### config.mk
export PLATFORM = sky130hd
export DESIGN_NAME = msca_cell
export DESIGN_NICKNAME = d
export VERILOG_FILES = /design/src/msca_pkg.sv /design/src/msca_cell.sv
export SDC_FILE = /design/constraint.sdc
export NUM_CORES = 1
export LEC_CHECK = 0
export ABC_AREA = 1
export BUFFER_PORTS_ARGS = -buffer_cell sky130_fd_sc_hd__buf_4
export CORE_MARGIN = 2
export CORE_UTILIZATION = 40
export DETAILED_ROUTE_END_ITERATION = 8
export GPL_ROUTABILITY_DRIVEN = 0
export RECOVER_POWER = 50
export SYNTH_ARGS = -nofsm -noshare
export SYNTH_HDL_FRONTEND = slang
export SYNTH_SLANG_ARGS = --single-unit
### constraint.sdc
create_clock -name clk -period 38.9 [get_ports clk]
set_input_delay 7.78 -clock clk [delete_from_list [all_inputs] [get_ports clk]]
set_output_delay 7.78 -clock clk [all_outputs]
set_load 0.01 [all_outputs]
### src/msca_pkg.sv
// ----------------------------------------------------------------------------
// msca_pkg
// operation codes, status codes, limits and the control bundle of the alu
// ----------------------------------------------------------------------------
`default_nettype none
package msca_pkg;

	localparam logic [3:0] OP_EQ  = 4'd0;
	localparam logic [3:0] OP_NE  = 4'd1;
	localparam logic [3:0] OP_LT  = 4'd2;
	localparam logic [3:0] OP_GT  = 4'd3;
	localparam logic [3:0] OP_LE  = 4'd4;
	localparam logic [3:0] OP_GE  = 4'd5;
	localparam logic [3:0] OP_ADD = 4'd6;
	localparam logic [3:0] OP_SUB = 4'd7;
	localparam logic [3:0] OP_NEG = 4'd8;
	localparam logic [3:0] OP_MUL = 4'd9;
	localparam logic [3:0] OP_DIV = 4'd10;
	localparam logic [3:0] OP_SZS = 4'd11;
	localparam logic [3:0] OP_SZU = 4'd12;
	localparam logic [3:0] OP_SZA = 4'd13;

	localparam logic [1:0] ST_OK   = 2'd0;
	localparam logic [1:0] ST_OVF  = 2'd1;
	localparam logic [1:0] ST_DIV0 = 2'd2;

	localparam logic [1:0] SZ_64 = 2'd3;

	localparam logic [63:0] SMAX_8   = 64'h7f;
	localparam logic [63:0] SMAX_16  = 64'h7fff;
	localparam logic [63:0] SMAX_32  = 64'h7fff_ffff;
	localparam logic [63:0] UMAX_8   = 64'hff;
	localparam logic [63:0] UMAX_16  = 64'hffff;
	localparam logic [63:0] UMAX_32  = 64'hffff_ffff;

	typedef struct packed {
		logic [3:0] op;
		logic       md_neg;
		logic       b_zero;
		logic       res_signed;
		logic       truth;
		logic [1:0] code;
		logic       code_valid;
		logic [1:0] status;
	} ctrl_t;

endpackage
`default_nettype wire

### src/msca_cell.sv
// ----------------------------------------------------------------------------
// msca_cell
// one shift-add multiply step or one restoring divide step per cell
// ----------------------------------------------------------------------------
`default_nettype none
module msca_cell #(
	parameter int W = 64
) (
	input  wire logic            clk,
	input  wire logic            arst_n,
	input  wire logic            in_valid,
	output logic                 in_ready,
	input  wire msca_pkg::ctrl_t in_ctrl,
	input  wire logic [W-1:0]    in_x,
	input  wire logic [W-1:0]    in_y,
	input  wire logic [W-1:0]    in_acc,
	input  wire logic [W-1:0]    in_rem,
	input  wire logic            in_big,
	input  wire logic            in_ovf,
	output logic                 out_valid,
	input  wire logic            out_ready,
	output msca_pkg::ctrl_t      out_ctrl,
	output logic [W-1:0]         out_x,
	output logic [W-1:0]         out_y,
	output logic [W-1:0]         out_acc,
	output logic [W-1:0]         out_rem,
	output logic                 out_big,
	output logic                 out_ovf
);

	logic [W-1:0] x_n, y_n, acc_n, rem_n;
	logic         big_n, ovf_n, ge;
	logic [W:0]   add, r2, diff;

	always_comb begin
		x_n   = in_x;
		y_n   = in_y;
		acc_n = in_acc;
		rem_n = in_rem;
		big_n = in_big;
		ovf_n = in_ovf;
		add   = {1'b0, in_acc} + {1'b0, in_x};
		r2    = {in_rem, in_x[W-1]};
		diff  = r2 - {1'b0, in_y};
		ge    = r2 >= {1'b0, in_y};
		case (in_ctrl.op)
			msca_pkg::OP_MUL: begin
				// lsb of the multiplier selects the shifted multiplicand
				if (in_y[0]) begin
					acc_n = add[W-1:0];
					ovf_n = in_ovf | in_big | add[W];
				end
				big_n = in_big | in_x[W-1];
				x_n   = {in_x[W-2:0], 1'b0};
				y_n   = {1'b0, in_y[W-1:1]};
			end
			msca_pkg::OP_DIV: begin
				rem_n = ge ? diff[W-1:0] : r2[W-1:0];
				acc_n = {in_acc[W-2:0], ge};
				x_n   = {in_x[W-2:0], 1'b0};
			end
			default: ;
		endcase
	end

	assign in_ready = !out_valid || out_ready;

	always_ff @(posedge clk or negedge arst_n) begin
		if (!arst_n) out_valid <= 1'b0;
		else if (in_ready) out_valid <= in_valid;
	end

	always_ff @(posedge clk) begin
		if (in_ready && in_valid) begin
			out_ctrl <= in_ctrl;
			out_x    <= x_n;
			out_y    <= y_n;
			out_acc  <= acc_n;
			out_rem  <= rem_n;
			out_big  <= big_n;
			out_ovf  <= ovf_n;
		end
	end

endmodule
`default_nettype wire

After elaboration in Yosys (flattened, before gate mapping) --
Cells that the tools add are included.
Operators by class: bitwise gates (word level) 3, eq/ne operators 2, muxes and demuxes 9, add/sub/neg operators 2, reductions and logical operators 4, $lt $le $gt $ge 1
Operator list (count):
- 2-to-1 mux 64 bit | 4
- one-hot mux 64 bit (2 select lines) | 1
- adder 64 x 64 -> 65 bit | 1
- >= comparator 65 x 64 -> 1 bit | 1
- subtractor 64 bit | 1
- 2-to-1 mux 63 bit | 1
- equality test 4 bit (second input constant) | 2
- 2-to-1 mux 1 bit | 3
- OR 1 bit | 3
- OR reduction 2 bit | 1
- logical AND 1 bit | 1
- logical NOT 1 bit | 1
- logical OR 1 bit | 1
Word-level totals: bits in registers 272, input port bits 275, output and inout port bits 273

Logic depth before layout (Yosys ltp) --
word-level depth 4, depth in mapped cells 20, gate-level depth less buffers 18

Worst setup path after synthesis --
OpenSTA, ideal clock, no wires.
path kind in2reg, start point input in_valid, end point register out_acc[0], enable pin, path buffers 0, data required time 37.907 ns, data arrival time 20.814 ns, setup time 0.993 ns, stages on the path 2, slack 17.093 ns, cell sequence inv_1 a21oi_1
Between the ends: longest elaborated chain between the ends 1
RTL lines:
- start: declaration | RTL line msca_cell.sv:11 | input wire logic in_valid,
- logical AND 1 bit | RTL line msca_cell.sv:74 | if (in_ready && in_valid) begin
- end signal: assignment | RTL line msca_cell.sv:78 | out_acc <= acc_n;
- end: declaration | RTL line msca_cell.sv:25 | output logic [W-1:0] out_acc,
No other way between the ends. A chain may end at the register's enable or synchronous reset.

Worst setup path after layout --
start point input out_ready, end point output in_ready
Between the ends: longest elaborated chain between the ends 1
RTL lines:
- start: declaration | RTL line msca_cell.sv:21 | input wire logic out_ready,
- logical OR 1 bit | RTL line msca_cell.sv:66 | assign in_ready = !out_valid || out_ready;
- end: declaration | RTL line msca_cell.sv:12 | output logic in_ready,
No other way between the ends.

==> summary.md <==
| Metric | Value |
|---|---|
| PortBufs | about 550 |
| Status | finished with violations |
| Core area | ~0.063 mm² |
| Critical path class | in2out |
| Max-cap viol count | 3 |
| Tightest Hold Check Type | reg2reg |
| Pleak | roughly 16 nW |
| Fin crit period | approximately 16 ns |
| Worst-Margin Slew | 9.46 ns |
| CP Capture Type | output port |
| Fin Setup TNS | 0 ns |
| Clk Latency, worst-skew pair | 0.58 ns |
| Final wirelength | between 90000 and 100000 µm |
| Pin count of the biggest net entering global routing | 168 |
| CP Launch Type | input pin |
| Fmax achieved | roughly 63 MHz |
| Placement row count | just over 90 |
| Via count | 26500 |
| Seq cells post-synth | between 200 and 300 |
| Initial antenna violation count | 8 |
| Fin crit share | slightly above 40% |
| Slew Limit Fails | 239 |
| Synth Instances | 4004 |
| Postcts setup bufs | 0 |
| First-pass GRT wire length | 147000 µm |
| Mapped Avg Cell Area | 6.31 µm² |
| Syn nets | around 4400 |
| Final core occ | just under 50% |
| GR Util All Layers | between 20% and 30% |
| Crit-path max FO | 2 |
| CTS tree | done |
| Synth Cell Area | around 0.025 mm² |
| Final net count | about 5000 |
| # fillers | ~6800 |
| Worst-path clk slew | 0.06 ns |
| Failing checks | capacitance limit, slew limit |
| Synth unique cells | 45 |
| Syn. warnings | 0 |
| Slew margin rel. | -531% |
| WP data arrival | between 8 and 9 ns |
| H-tree levels | 2 |
| Post-synthesis sequential area ratio | ~32% |
| TritonCTS Buffers | 34 |
| Global route overflow | 0 |
| Effective utilization at floorplan | 40.3% |
| CTS max path bufs | 3 |
| Vias per cell | slightly below 5 |
| Die area | between 0.06 and 0.07 mm² |
| PD cells | 32.1 mW/mm² |
| Routed length per instance | around 18 µm |
| Vias in the first global route | 25500 |
| Crit path required time | 31.12 ns |
| Post-DP HPWL | 77700 µm |
| Fraction of layout cells with a size suffix above 1 | between 10% and 20% |
| Drt pass-1 iters | 6 |
| DRC Markers | 0 |
| CTS Hold Buffers Added | 0 |
| Die Ht | approximately 260 µm |
| Clock sink count | about 270 |
| ANT nets after route | 0 |
| CTS Root Cell | clkbuf_16 |
| I/O pin count | approximately 550 |
| Final hold vios | 0 |
| Die extent in x | 255 µm |
| Layout area overhead | 20.2% |
| DR iter-0 viols | slightly below 2000 |
| Post-cts sizing count | 0 |
| Maximum VDD drop | between 0.02 and 0.03 mV |
| # setup viols final | 0 |
| Max Clock Skew | 0.0147 ns |
| RSZ-0062 raised after global routing | false |
## registers in the layout, summed over array words and instances (netlist names)
| register | count |
|---|---|
| out_y | 64 |
| out_x | 64 |
| out_ovf | 1 |
| out_rem | 64 |
| out_valid | 1 |
| out_ctrl | 13 |
| out_big | 1 |
| out_acc | 64 |
## metrics by stage
| stage | power (mW) | hold slack [ns] | setup WS [ns] | cell area (µm²) | std cells |
|---|---|---|---|---|---|
| finish | 0.975 | 0.546 | 22.95 | 30400 | 5378 |
| global route | 1.03 | 0.595 | 22.91 | 30400 | 5377 |
| CTS | 0.989 | 0.601 | 22.91 | 31100 | 5374 |
| detailed placement | 0.673 | 0.589 | 22.91 | 30000 | 5316 |
| global placement | 0.671 | 0.578 | 22.91 | 30000 | 5316 |
| floorplan | 0.558 | 0.609 | 17.09 | 25300 | 4004 |
## area by class of cell
cell class                      instances  area (µm²)  area share, %
Antenna cell                            4        10.0         0.0330
Clock buffer                           41         898           2.96
Clock inverter                         17         161          0.531
Inverter                              798        3000           9.87
Multi-Input combinational cell       2840       13600           44.7
Sequential cell                       272        8160           26.9
Tap cell                              846        1060           3.49
Timing Repair Buffer                  560        3510           11.6
## synth_stat cells, drive strengths merged
master   count  share of area, %
a211o        1             0.035
a211oi       1             0.030
a21boi       1             0.030
a21o         5              0.15
a21oi      197               3.9
a22oi        2             0.059
and2         8              0.20
and3         4             0.099
buf         35               1.4
clkbuf      59              0.88
clkinv       1             0.015
dfrtp        1             0.099
edfxtp     271                32
fa           2              0.16
ha         128               6.3
inv        797                12
nand2     1620                25
nand3      275               6.0
nand3b      11              0.33
nand4       24              0.59
nor2       261               4.0
nor3        31              0.63
nor4         8              0.20
o2111ai      2             0.069
o211ai      13              0.39
o21ai      146               2.9
o21bai      15              0.45
o221ai       1             0.035
o22ai       43               1.1
o311ai       1             0.035
or2          3             0.074
xnor2       35               1.2
xor2         2             0.069
## report_power, final
group / total (mW) / internal (mW) / switching, mW
Clock: 0.311 / 0.178 / 0.132
Combinational: 0.309 / 0.105 / 0.204
Sequential: 0.355 / 0.350 / 0.00498
## placed cells by master (no fill, tap or decap), drive strengths merged, types with 3 or more instances in the layout
master	Yosys	routed
nor3	31	31
nand2	1620	1620
buf	35	364
nor2	261	261
a21o	5	5
o22ai	43	43
diode	0	4
or2	3	3
nand3	275	275
clkbuf	59	237
and2	8	8
o21ai	146	146
a21oi	197	197
inv	797	796
and3	4	4
clkinv	1	15
xnor2	35	35
edfxtp	271	271
nand4	24	24
o211ai	13	13
o21bai	15	15
nand3b	11	11
nor4	8	8
ha	128	128
## critical path, stage by stage
cell and delay, ns:
clkbuf_4 0.11, inv_1 0.06, nand2_1 0.07, buf_4 0.15
## final timing paths
kind,start,to,slack [ns],cells past startpoint
worst max-delay path,out_ready,in_ready,22.95,4
worst min-delay path,out_valid,out_valid,0.55,2
worst max register to register,out_valid,out_y[10],30.83,2
worst min register to register,out_valid,out_valid,0.55,2
max in group asynchronous,arst_n,out_valid,31.78,1
min in group asynchronous,arst_n,out_valid,6.99,1
## logic make-up after synthesis
| family | count (synthesis) | share of synthesized area (%) |
|---|---|---|
| flops | 272 | 32.3 |
| simple gates | 2245 | 36.7 |
| fa+ha+maj | 130 | 6.50 |
| xor+xnor | 37 | 1.28 |
| compound gates | 428 | 9.13 |
| buf+inv | 892 | 14.1 |
## routing by layer
layer	routed length, µm	global-route usage, %	vias to the layer above
met4	4330	12.5	8
li1	-	-	13500
met3	6090	4.83	191
met1	38400	33.9	11900
met2	47200	51.3	916
met5	45	0	-
Note: power is estimated with default switching activity, not from simulation.
