File: config.mk
export PLATFORM = sky130hd
export DESIGN_NAME = msca_back
export DESIGN_NICKNAME = d
export VERILOG_FILES = /design/src/msca_pkg.sv /design/src/msca_back.sv
export SDC_FILE = /design/constraint.sdc
export NUM_CORES = 1
export LEC_CHECK = 0
export ABC_AREA = 1
export BUFFER_PORTS_ARGS = -buffer_cell sky130_fd_sc_hd__buf_2
export CORE_UTILIZATION = 53
export DETAILED_ROUTE_END_ITERATION = 7
export GPL_ROUTABILITY_DRIVEN = 0
export PLACE_DENSITY_LB_ADDON = 0.25
export SETUP_SLACK_MARGIN = 0.02
export SLEW_MARGIN = 15
export SYNTH_ARGS = -nofsm -noshare
export SYNTH_HDL_FRONTEND = slang
export SYNTH_SLANG_ARGS = --single-unit
File: constraint.sdc
create_clock -name clk -period 5.8 [get_ports clk]
set_clock_uncertainty 0.2 [all_clocks]
set_input_delay 1.16 -clock clk [delete_from_list [all_inputs] [get_ports clk]]
set_output_delay 1.16 -clock clk [all_outputs]
set_load 0.005 [all_outputs]
File: src/msca_pkg.sv
// ----------------------------------------------------------------------------
// msca_pkg
// operation codes, status codes, limits and the control bundle of the alu
// ----------------------------------------------------------------------------
`default_nettype none
package msca_pkg;

	localparam logic [3:0] OP_EQ  = 4'd0;
	localparam logic [3:0] OP_NE  = 4'd1;
	localparam logic [3:0] OP_LT  = 4'd2;
	localparam logic [3:0] OP_GT  = 4'd3;
	localparam logic [3:0] OP_LE  = 4'd4;
	localparam logic [3:0] OP_GE  = 4'd5;
	localparam logic [3:0] OP_ADD = 4'd6;
	localparam logic [3:0] OP_SUB = 4'd7;
	localparam logic [3:0] OP_NEG = 4'd8;
	localparam logic [3:0] OP_MUL = 4'd9;
	localparam logic [3:0] OP_DIV = 4'd10;
	localparam logic [3:0] OP_SZS = 4'd11;
	localparam logic [3:0] OP_SZU = 4'd12;
	localparam logic [3:0] OP_SZA = 4'd13;

	localparam logic [1:0] ST_OK   = 2'd0;
	localparam logic [1:0] ST_OVF  = 2'd1;
	localparam logic [1:0] ST_DIV0 = 2'd2;

	localparam logic [1:0] SZ_64 = 2'd3;

	localparam logic [63:0] SMAX_8   = 64'h7f;
	localparam logic [63:0] SMAX_16  = 64'h7fff;
	localparam logic [63:0] SMAX_32  = 64'h7fff_ffff;
	localparam logic [63:0] UMAX_8   = 64'hff;
	localparam logic [63:0] UMAX_16  = 64'hffff;
	localparam logic [63:0] UMAX_32  = 64'hffff_ffff;

	typedef struct packed {
		logic [3:0] op;
		logic       md_neg;
		logic       b_zero;
		logic       res_signed;
		logic       truth;
		logic [1:0] code;
		logic       code_valid;
		logic [1:0] status;
	} ctrl_t;

endpackage
`default_nettype wire

File: src/msca_back.sv
// ----------------------------------------------------------------------------
// msca_back
// result assembly and output register
// ----------------------------------------------------------------------------
`default_nettype none
module msca_back #(
	parameter int W = 64
) (
	input  wire logic            clk,
	input  wire logic            arst_n,
	input  wire logic            in_valid,
	output logic                 in_ready,
	input  wire msca_pkg::ctrl_t in_ctrl,
	input  wire logic [W-1:0]    in_acc,
	input  wire logic            in_ovf,
	output logic                 rsp_valid,
	input  wire logic            rsp_stall,
	output logic [63:0]          result_value,
	output logic                 result_signed,
	output logic                 compare_true,
	output logic [1:0]           size_code,
	output logic                 size_valid,
	output logic [1:0]           status
);

	localparam logic [W-1:0] HALF = {1'b1, {(W-1){1'b0}}};

	logic [W-1:0] val;
	logic         sgn;
	logic [1:0]   st;
	logic         md;

	always_comb begin
		md  = in_ctrl.op == msca_pkg::OP_MUL || in_ctrl.op == msca_pkg::OP_DIV;
		val = in_acc;
		sgn = in_ctrl.res_signed;
		st  = in_ctrl.status;
		if (md) begin
			sgn = in_ctrl.md_neg;
			val = (in_ctrl.md_neg && in_acc != '0) ? (~in_acc + 1'b1) : in_acc;
			st  = msca_pkg::ST_OK;
			if (in_ctrl.op == msca_pkg::OP_DIV && in_ctrl.b_zero) st = msca_pkg::ST_DIV0;
			else if (in_ovf || (in_ctrl.md_neg && in_acc > HALF)) st = msca_pkg::ST_OVF;
			if (st != msca_pkg::ST_OK) begin
				val = '0;
				sgn = 1'b0;
			end
		end
	end

	assign in_ready = !rsp_valid || !rsp_stall;

	always_ff @(posedge clk or negedge arst_n) begin
		if (!arst_n) rsp_valid <= 1'b0;
		else if (in_ready) rsp_valid <= in_valid;
	end

	always_ff @(posedge clk) begin
		if (in_ready && in_valid) begin
			result_value  <= 64'(val);
			result_signed <= sgn;
			compare_true  <= in_ctrl.truth;
			size_code     <= in_ctrl.code;
			size_valid    <= in_ctrl.code_valid;
			status        <= st;
		end
	end

endmodule
`default_nettype wire

## After elaboration in Yosys (flattened, before gate mapping)

Cells that the tools add are included.

- Memories: 0
- Bits in latches: 0
- ROM bits: 0
- Word-level logic and storage cells: 32
- Memory bits (writable): 0
- Input port bits: 82
- Register bits after elaboration: 72

- Bitwise operators: 1
- $mul: 0
- Mux-type cells: 9
- Reductions and logical operators: 11
- Div/mod/pow operators: 0
- Equal/unequal tests: 2
- Order comparisons: 1
- Shifts and indexed selects: 0
- Add/subtract/negate cells: 1

Operators by type and width:

| cell | count |
|---|---|
| 2-to-1 mux 64 bit | 3 |
| adder 64 x 1 -> 64 bit (second input constant) | 1 |
| > comparator 64 bit (second input constant) | 1 |
| NOT 64 bit | 1 |
| nonzero test 64 bit | 1 |
| == test 4 bit (second input constant) | 2 |
| 2-to-1 mux 2 bit | 3 |
| logical AND 1 bit | 4 |
| logical OR 1 bit | 3 |
| 2-to-1 mux 1 bit | 3 |
| zero test 1 bit | 2 |
| nonzero test 2 bit | 1 |

## Depth between registers and ports, before layout

Gate-level depths: netlist of the first run.

- Depth in word-level cells: 9
- Depth in mapped cells: 14

## Worst setup path after synthesis of the first run

OpenSTA, ideal clock, no wires.

- Path kind: in2reg
- From: input in_valid
- To: register compare_true (enable)
- Library setup time: 0.523 ns
- Data arrival time: 4.643 ns
- Path slack: 0.434 ns
- Required time: 5.077 ns
- Stages on the path: 2
- Cells stage by stage: inv_1 -> a21oi_1

- Longest elaborated chain between the ends: 1

Ends and longest elaborated chain:

| what | line | text |
|---|---|---|
| from (decl) | msca_back.sv:11 | `input wire logic in_valid,` |
| logical AND 1 bit | msca_back.sv:59 | `if (in_ready && in_valid) begin` |
| to (signal assigned) | msca_back.sv:62 | `compare_true <= in_ctrl.truth;` |
| to (decl) | msca_back.sv:20 | `output logic compare_true,` |

Every way passes these cells.
A chain may end at the register's enable or synchronous reset.

## Worst setup path in the final report of the first run

- From: input in_acc[1]
- To: register result_value[46] (data pin)

- Longest elaborated chain between the ends: 9

Ends and longest elaborated chain:

| what | line | text |
|---|---|---|
| from (decl) | msca_back.sv:14 | `input wire logic [W-1:0] in_acc,` |
| > comparator 64 bit | msca_back.sv:43 | `else if (in_ovf \|\| (in_ctrl.md_neg && in_acc > HALF)) st = msca_pkg::ST_OVF;` |
| logical AND 1 bit | msca_back.sv:43 |  |
| logical OR 1 bit | msca_back.sv:43 |  |
| 2-to-1 mux 1 bit | msca_back.sv:43 |  |
| 2-to-1 mux 2 bit | msca_back.sv:42 | `if (in_ctrl.op == msca_pkg::OP_DIV && in_ctrl.b_zero) st = msca_pkg::ST_DIV0;` |
| 2-to-1 mux 2 bit | msca_back.sv:38 | `if (md) begin` |
| nonzero test 2 bit | msca_back.sv:44 | `if (st != msca_pkg::ST_OK) begin` |
| 2-to-1 mux 64 bit (*) | msca_back.sv:44 |  |
| 2-to-1 mux 64 bit (*) | msca_back.sv:38 |  |
| net val[46] | msca_back.sv:28 | `logic [W-1:0] val;` |
| to (signal assigned) | msca_back.sv:60 | `result_value <= 64'(val);` |
| to (decl) | msca_back.sv:18 | `output logic [63:0] result_value,` |

Mark *: on every way through the listed nets, which the timed path passes. The rest lies on a longest branch. The select of a mux whose other input is x is not followed.

==> results of run 1 <==
[cell type report]
cell class                 count  area [um^2]
multi-input combinational    551         2480
inverter                      86          325
tap                          129          161
clock buffer                   9          124
timing repair buffer         156          786
fill                         859         3180
sequential                    72         2160
clock inverter                 7         72.6
[Yosys cell counts]
| library cell | instances |
|---|---|
| inv_2 | 3 |
| nand3_4 | 1 |
| nand2_1 | 196 |
| nor2_8 | 1 |
| nor2_4 | 1 |
| inv_1 | 82 |
| ha_1 | 1 |
| a21oi_1 | 11 |
| nand3b_1 | 2 |
| o211ai_1 | 1 |
| o21ai_0 | 12 |
| xor2_1 | 3 |
| o21bai_1 | 14 |
| buf_4 | 3 |
| nand3_2 | 2 |
| nor3b_1 | 2 |
| nor2_2 | 8 |
| buf_2 | 9 |
| nand3_1 | 98 |
| or2_2 | 2 |
| nor2_1 | 168 |
| nand4_1 | 15 |
| inv_4 | 1 |
| edfxtp_1 | 71 |
| buf_6 | 6 |
| nand2_4 | 3 |
| nor3_1 | 8 |
| nand2_2 | 2 |
| dfrtp_1 | 1 |
[metrics by stage]
stage | area [um^2] | cells | utilization
after floorplan | 5080 | 727 | -
after global placement | 5910 | 994 | 0.636
after detailed placement | 5910 | 994 | 0.636
after CTS | 6100 | 1010 | 0.657
after global routing | 6100 | 1010 | 0.657
final | 6100 | 1010 | 0.657
[per-layer routing]
layer / track usage / vias to the layer above / wire, um
met5: 0 / - / 0
met1: 0.387 / 2430 / 5750
li1: - / 2645 / -
met4: 0.121 / 0 / 424
met2: 0.462 / 361 / 6370
met3: 0.0564 / 47 / 1610
[report_power, final]
group	internal (mW)	switching [mW]	total, mW
Clock	0.198	0.205	0.404
Combinational	0.0834	0.140	0.223
Sequential	0.618	0.00815	0.626
Total	0.900	0.353	1.25
[worst max-delay path, cell delays in order]
cell and delay [ns]:
buf_2 0.09, inv_1 0.08, ha_1 0.27, nand2_2 0.11
nor2_4 0.19, nand2_4 0.10, nor2_8 0.21, nand3_4 0.27
nand2_4 0.41, inv_2 0.43, nand2_1 0.20, nand2_1 0.07
nand2_1 0.06, nor2_1 0.04
[path summary, 6_finish.rpt]
| path | from | endpoint | slack [ns] | depth (start not counted) |
|---|---|---|---|---|
| worst min-delay path | arst_n | rsp_valid$_DFFE_PN0N_ | 0.35 | 1 |
| worst max-delay path | in_acc[1] | result_value[46]$_DFFE_PP_ | 1.96 | 14 |
| worst max register to register | rsp_valid$_DFFE_PN0N_ | result_value[23]$_DFFE_PP_ | 3.47 | 2 |
| min in group clk | rsp_valid$_DFFE_PN0N_ | rsp_valid$_DFFE_PN0N_ | 0.37 | 2 |
| max in group asynchronous | arst_n | rsp_valid$_DFFE_PN0N_ | 4.96 | 1 |
| worst min register to register | rsp_valid$_DFFE_PN0N_ | rsp_valid$_DFFE_PN0N_ | 0.37 | 2 |
[state kept, by name, summed over array words and instances (netlist names)]
signal	cells
compare_true	1
result_signed	1
result_value	64
rsp_valid	1
size_code	2
size_valid	1
status	2
[logic make-up after synthesis]
group / count (synthesis) / share of synthesized area
AO/OA/AOI/OAI: 38 / 0.0448
XOR/XNOR: 3 / 0.00517
adder cells (fa/ha/maj): 1 / 0.00246
buffers and inverters: 104 / 0.0906
flip-flops: 72 / 0.424
AND/OR/NAND/NOR: 509 / 0.433
==> summary.txt, run 1 <==
Status
  • Status: finished, final reports clean

Setup path
  • CP endpoint kind: flop
  • Required @ worst endpoint: 5.69 ns
  • Critical path arrival: 3.73 ns
  • Crit Path Class: in -> reg
  • Critical-path maximum fanout: 46
  • Crit start category: input port

Timing
  • RSZ-0062 raised after global routing: no
  • Max Slew Vio Count: 0
  • Tcrit/Tclk final: 0.661
  • Final hold slack: 0.354 ns
  • Rel. slew slack: 0.424
  • Worst-margin pin slew: 0.862 ns
  • Final hold vios: 0
  • Final setup viols: 0
  • Final worst path period need: 3.84 ns
  • Worst setup margin: 1.96 ns
  • Setup TNS: 0 ns
  • Fmax: 261 MHz

Synth
  • Register area share after synthesis: 0.424
  • Area contributors post-synth: edfxtp_1 42%, nand2_1 14%, nor2_1 12%
  • Synth unique cells: 29
  • Syn_nets: 810
  • Yosys top cell by area: edfxtp_1
  • Synth Register Bits: 72
  • Cells after synthesis: 727
  • Yosys warnings: 0
  • Post-Syn Area: 5080 um^2
  • Avg Inst Size Synth: 6.99 um^2
  • Area share of the largest cell type after synthesis: 0.419

GRT
  • GR Overflow Total: 0
  • Antenna violations before repair: 0
  • Largest net degree at the start of global routing: 47
  • Global-route wire length before repair: 22,600 um
  • Total global routing track utilization: 0.290
  • Vias in the first global route: 4,924

Floorplanning
  • Row count: 35
  • DIE AREA: 9990 um^2
  • IO Count: 155
  • Chip width: 99.9 um
  • CORE AREA: 9280 um^2
  • Die Height: 99.9 um
  • Initial Utilization: 0.547

Clocking
  • Setup bufs post-CTS: 0
  • Worst skew pair latency: 0.36 ns
  • Max clock buf depth: 2
  • CTS tree: yes
  • Clk slew on worst S/H paths: 0.08 ns
  • H-tree depth: 3
  • CTS Sinks: 72
  • Clk root buf: clkbuf_8
  • Number of buffers created by CTS: 9
  • Hold Buf Count CTS: 0
  • Post-CTS resize count: 0

Routing
  • Drt total wl: 14,200 um
  • DRC: 0
  • Wire per inst: 14.0 um
  • DR iter-0 viols: 532
  • Vias per std cell: 5.43
  • Via count: 5,483
  • First-pass DRT Iterations: 6
  • Final antenna-violating net count: 0

Hold path
  • Class of the worst hold path: in -> async

Layout
  • Commonest non-fill, non-tap cell in the layout: nand2_1
  • Final nets: 959
  • Share of layout cells above drive strength 1: 0.224
  • Area grow syn2layout: 20.1%
  • Most frequent cells in the layout: 196 x nand2_1, 168 x nor2_1, 154 x buf_2
  • Final antenna diode count: 0

Power and ir drop
  • P per Cell Area: 205 nW/um^2
  • Maximum vdd drop: 0.000105 V
  • Lkg Pwr: 2.90 nW
  • Power Total: 1.25 mW

Placement
  • Worst slack, placed: 1.65 ns
  • Final HPWL DP: 10,800 um
  • IO Port Bufs: 154

Flow run
  • Max cap viols: 0
Note: power is estimated with default switching activity, not from simulation.
==> inputs of run 2 (changes only) <==
==> constraint.sdc (replaced) <==
create_clock -name clk -period 4 [get_ports clk]
set_clock_uncertainty 0.2 [all_clocks]
set_input_delay 0.8 -clock clk [delete_from_list [all_inputs] [get_ports clk]]
set_output_delay 0.8 -clock clk [all_outputs]
set_load 0.005 [all_outputs]
==> summary.txt, run 2 (synthesized netlist as in run 1, its figures left out) <==
Floorplanning
  • Chip width: 99.9 um (unchanged)
  • Initial Utilization: 0.547 (unchanged)
  • DIE AREA: 9990 um^2 (unchanged)
  • CORE AREA: 9280 um^2 (unchanged)
  • Row count: 35 (unchanged)
  • Die Height: 99.9 um (unchanged)
  • IO Count: 155 (unchanged)

Setup path
  • CP endpoint kind: flop
  • Critical-path maximum fanout: 46 (unchanged)
  • Critical path arrival: 3.01 ns (-0.72 ns)
  • Crit Path Class: in -> reg
  • Crit start category: input port
  • Max stage delay on crit path: 0.31 ns (-0.12 ns)
  • Crit path max-delay family: simple AND/OR/NAND/NOR gates
  • Slowest cell on crit path: inv_2
  • Required @ worst endpoint: 3.92 ns (-1.77 ns)
  • Worst-path cell chain: buf_2, inv_1, ha_1, nand2_2, nor2_4, nand2_4, nor2_8, nand3_4, nand2_4, inv_2, nand2_1, nand2_1, nand2_1, nor2_1
  • Buf/Inv on CP: 3 (unchanged)
  • Most used cell, CP: nand2_1

Power and ir drop
  • Maximum vdd drop: 0.000198 V (+88%)
  • Switching part of the total: 0.267 (-0.0148)
  • Combinational share of power: 0.168 (-0.010)
  • Int Power: 1.43 mW (+59%)
  • Clock share of power: 0.368 (+0.046)
  • Sequential Power Share: 0.464 (-0.036)
  • Net Sw Power: 0.522 mW (+48%)
  • Lkg Pwr: 2.94 nW (+1.4%)
  • P per Cell Area: 317 nW/um^2 (+54%)

Clocking
  • Number of buffers created by CTS: 9 (unchanged)
  • CTS tree: yes
  • H-tree depth: 3 (unchanged)
  • Clk slew on worst S/H paths: 0.09 ns (about the same)
  • Clk root buf: clkbuf_8
  • Max clock buf depth: 2 (unchanged)
  • CTS Sinks: 72 (unchanged)
  • Post-CTS resize count: 0 (unchanged)
  • Worst skew pair latency: 0.35 ns (about the same)

Placement
  • IO Port Bufs: 154 (unchanged)
  • Final HPWL DP: 10,900 um (+0.62%)

Routing
  • DRC: 0 (unchanged)
  • Final antenna-violating net count: 0 (unchanged)
  • Wire length on met3: 1320 um (-18%)
  • DRT met1 WL: 6190 um (+7.6%)
  • Drt total wl: 14,400 um (+1.4%)
  • Via count: 5,466 (-0.31%)
  • Met2 routed wirelength: 6410 um (+0.52%)
  • Highest routed layer: met4
  • DR iter-0 viols: 490 (-7.9%)
  • First-pass DRT Iterations: 6 (unchanged)
  • Wire per inst: 14.2 um (+1.1%)
  • Vias per std cell: 5.40 (-0.61%)

Status
  • Status: finished, final reports clean

GRT
  • Global-route wire length before repair: 23,000 um (+1.9%)
  • Total global routing track utilization: 0.293 (+0.00305)
  • Largest net degree at the start of global routing: 47 (unchanged)
  • Vias in the first global route: 4,956 (+0.65%)
  • GR Overflow Total: 0 (unchanged)
  • Antenna violations before repair: 0 (unchanged)

Layout
  • Commonest non-fill, non-tap cell in the layout: nand2_1
  • Final antenna diode count: 0 (unchanged)
  • Area grow syn2layout: 21.4%
  • Largest Register: result_value
  • Most frequent cells in the layout: 196 x nand2_1, 168 x nor2_1, 154 x buf_2
  • Largest register FFs: 64 (unchanged)
  • Final nets: 962 (+0.31%)
  • Fillers: 833 (-3.0%)
  • Share of layout cells above drive strength 1: 0.225 (+0.00150)
  • Multi-input gate area: 2480 um^2 (unchanged)
  • Largest registers: result_value (64), size_code (2), status (2)
  • Register area: 2160 um^2 (unchanged)

Timing
  • Tcrit/Tclk final: 0.773
  • Final hold vios: 0 (unchanged)
  • Rel. slew slack: 0.477 (+0.0530)
  • Fmax: 323 MHz
  • Final hold slack: 0.404 ns (+0.0499 ns)
  • Worst-margin pin slew: 0.783 ns (-0.0786 ns)
  • Setup TNS: 0 ns (unchanged)
  • RSZ-0062 raised after global routing: no
  • Final worst path period need: 3.09 ns
  • Max Slew Vio Count: 0 (unchanged)
  • Final setup viols: 0 (unchanged)

Flow run
  • Max cap viols: 0 (unchanged)

Hold path
  • Class of the worst hold path: reg -> reg
[run 2: final cells by class]
type / count / area share
Timing Repair Buffer: 159 / 0.131
Inverter: 86 / 0.0527
Multi-Input combinational cell: 551 / 0.401
Tap cell: 129 / 0.0262
Clock buffer: 9 / 0.0201
Clock inverter: 7 / 0.0191
Sequential cell: 72 / 0.349
[run 2: repair_timing]
item                       CTS  global route
hold endpoints to repair     1             0
setup endpoints to repair    0             0
hold buffers                 1             0
setup buffers                0             0
[run 2: tightest hold or removal path: cells and delay by family, from the launching register on]
family        cells  cell delay, ns
flops             1            0.43
simple gates      2            0.15
[run 2: worst paths after layout]
check | startpoint | end | slack [ns] | cells past startpoint
setup / recovery | in_acc[0] | result_value[61]$_DFFE_PP_ | 0.91 | 14
hold / removal | rsp_valid$_DFFE_PN0N_ | rsp_valid$_DFFE_PN0N_ | 0.40 | 2
setup reg to reg | rsp_valid$_DFFE_PN0N_ | result_value[7]$_DFFE_PP_ | 2.23 | 2
hold reg to reg | rsp_valid$_DFFE_PN0N_ | rsp_valid$_DFFE_PN0N_ | 0.40 | 2
max in group asynchronous | arst_n | rsp_valid$_DFFE_PN0N_ | 2.98 | 2
min in group asynchronous | arst_n | rsp_valid$_DFFE_PN0N_ | 0.54 | 2
[run 2: power by group through the flow]
stage	clock network, mW	registers [mW]	logic (mW)
finish	0.721	0.908	0.328
CTS	0.721	0.908	0.324
global route	0.745	0.912	0.368
global placement	0	0.924	0.312
floorplan	0	0.936	0.170
detailed placement	0	0.925	0.322
[run 2: routing by layer]
| metal | global-route usage | up-vias |
|---|---|---|
| met2 | 0.467 | 333 |
| li1 | - | 2655 |
| met1 | 0.413 | 2433 |
| met3 | 0.0334 | 45 |
| met4 | 0.105 | 0 |
| met5 | 0 | - |
[run 2: through the flow]
| stage | area, um^2 | util | instances | total power, mW | setup slack, ns |
|---|---|---|---|---|---|
| after floorplan | 5090 | - | 727 | 1.11 | 0.504 |
| after global placement | 5920 | 0.638 | 996 | 1.24 | 0.744 |
| after detailed placement | 5920 | 0.638 | 996 | 1.25 | 0.609 |
| after CTS | 6170 | 0.665 | 1013 | 1.95 | 0.965 |
| after global routing | 6170 | 0.665 | 1013 | 2.03 | 0.715 |
| final | 6170 | 0.665 | 1013 | 1.96 | 0.906 |
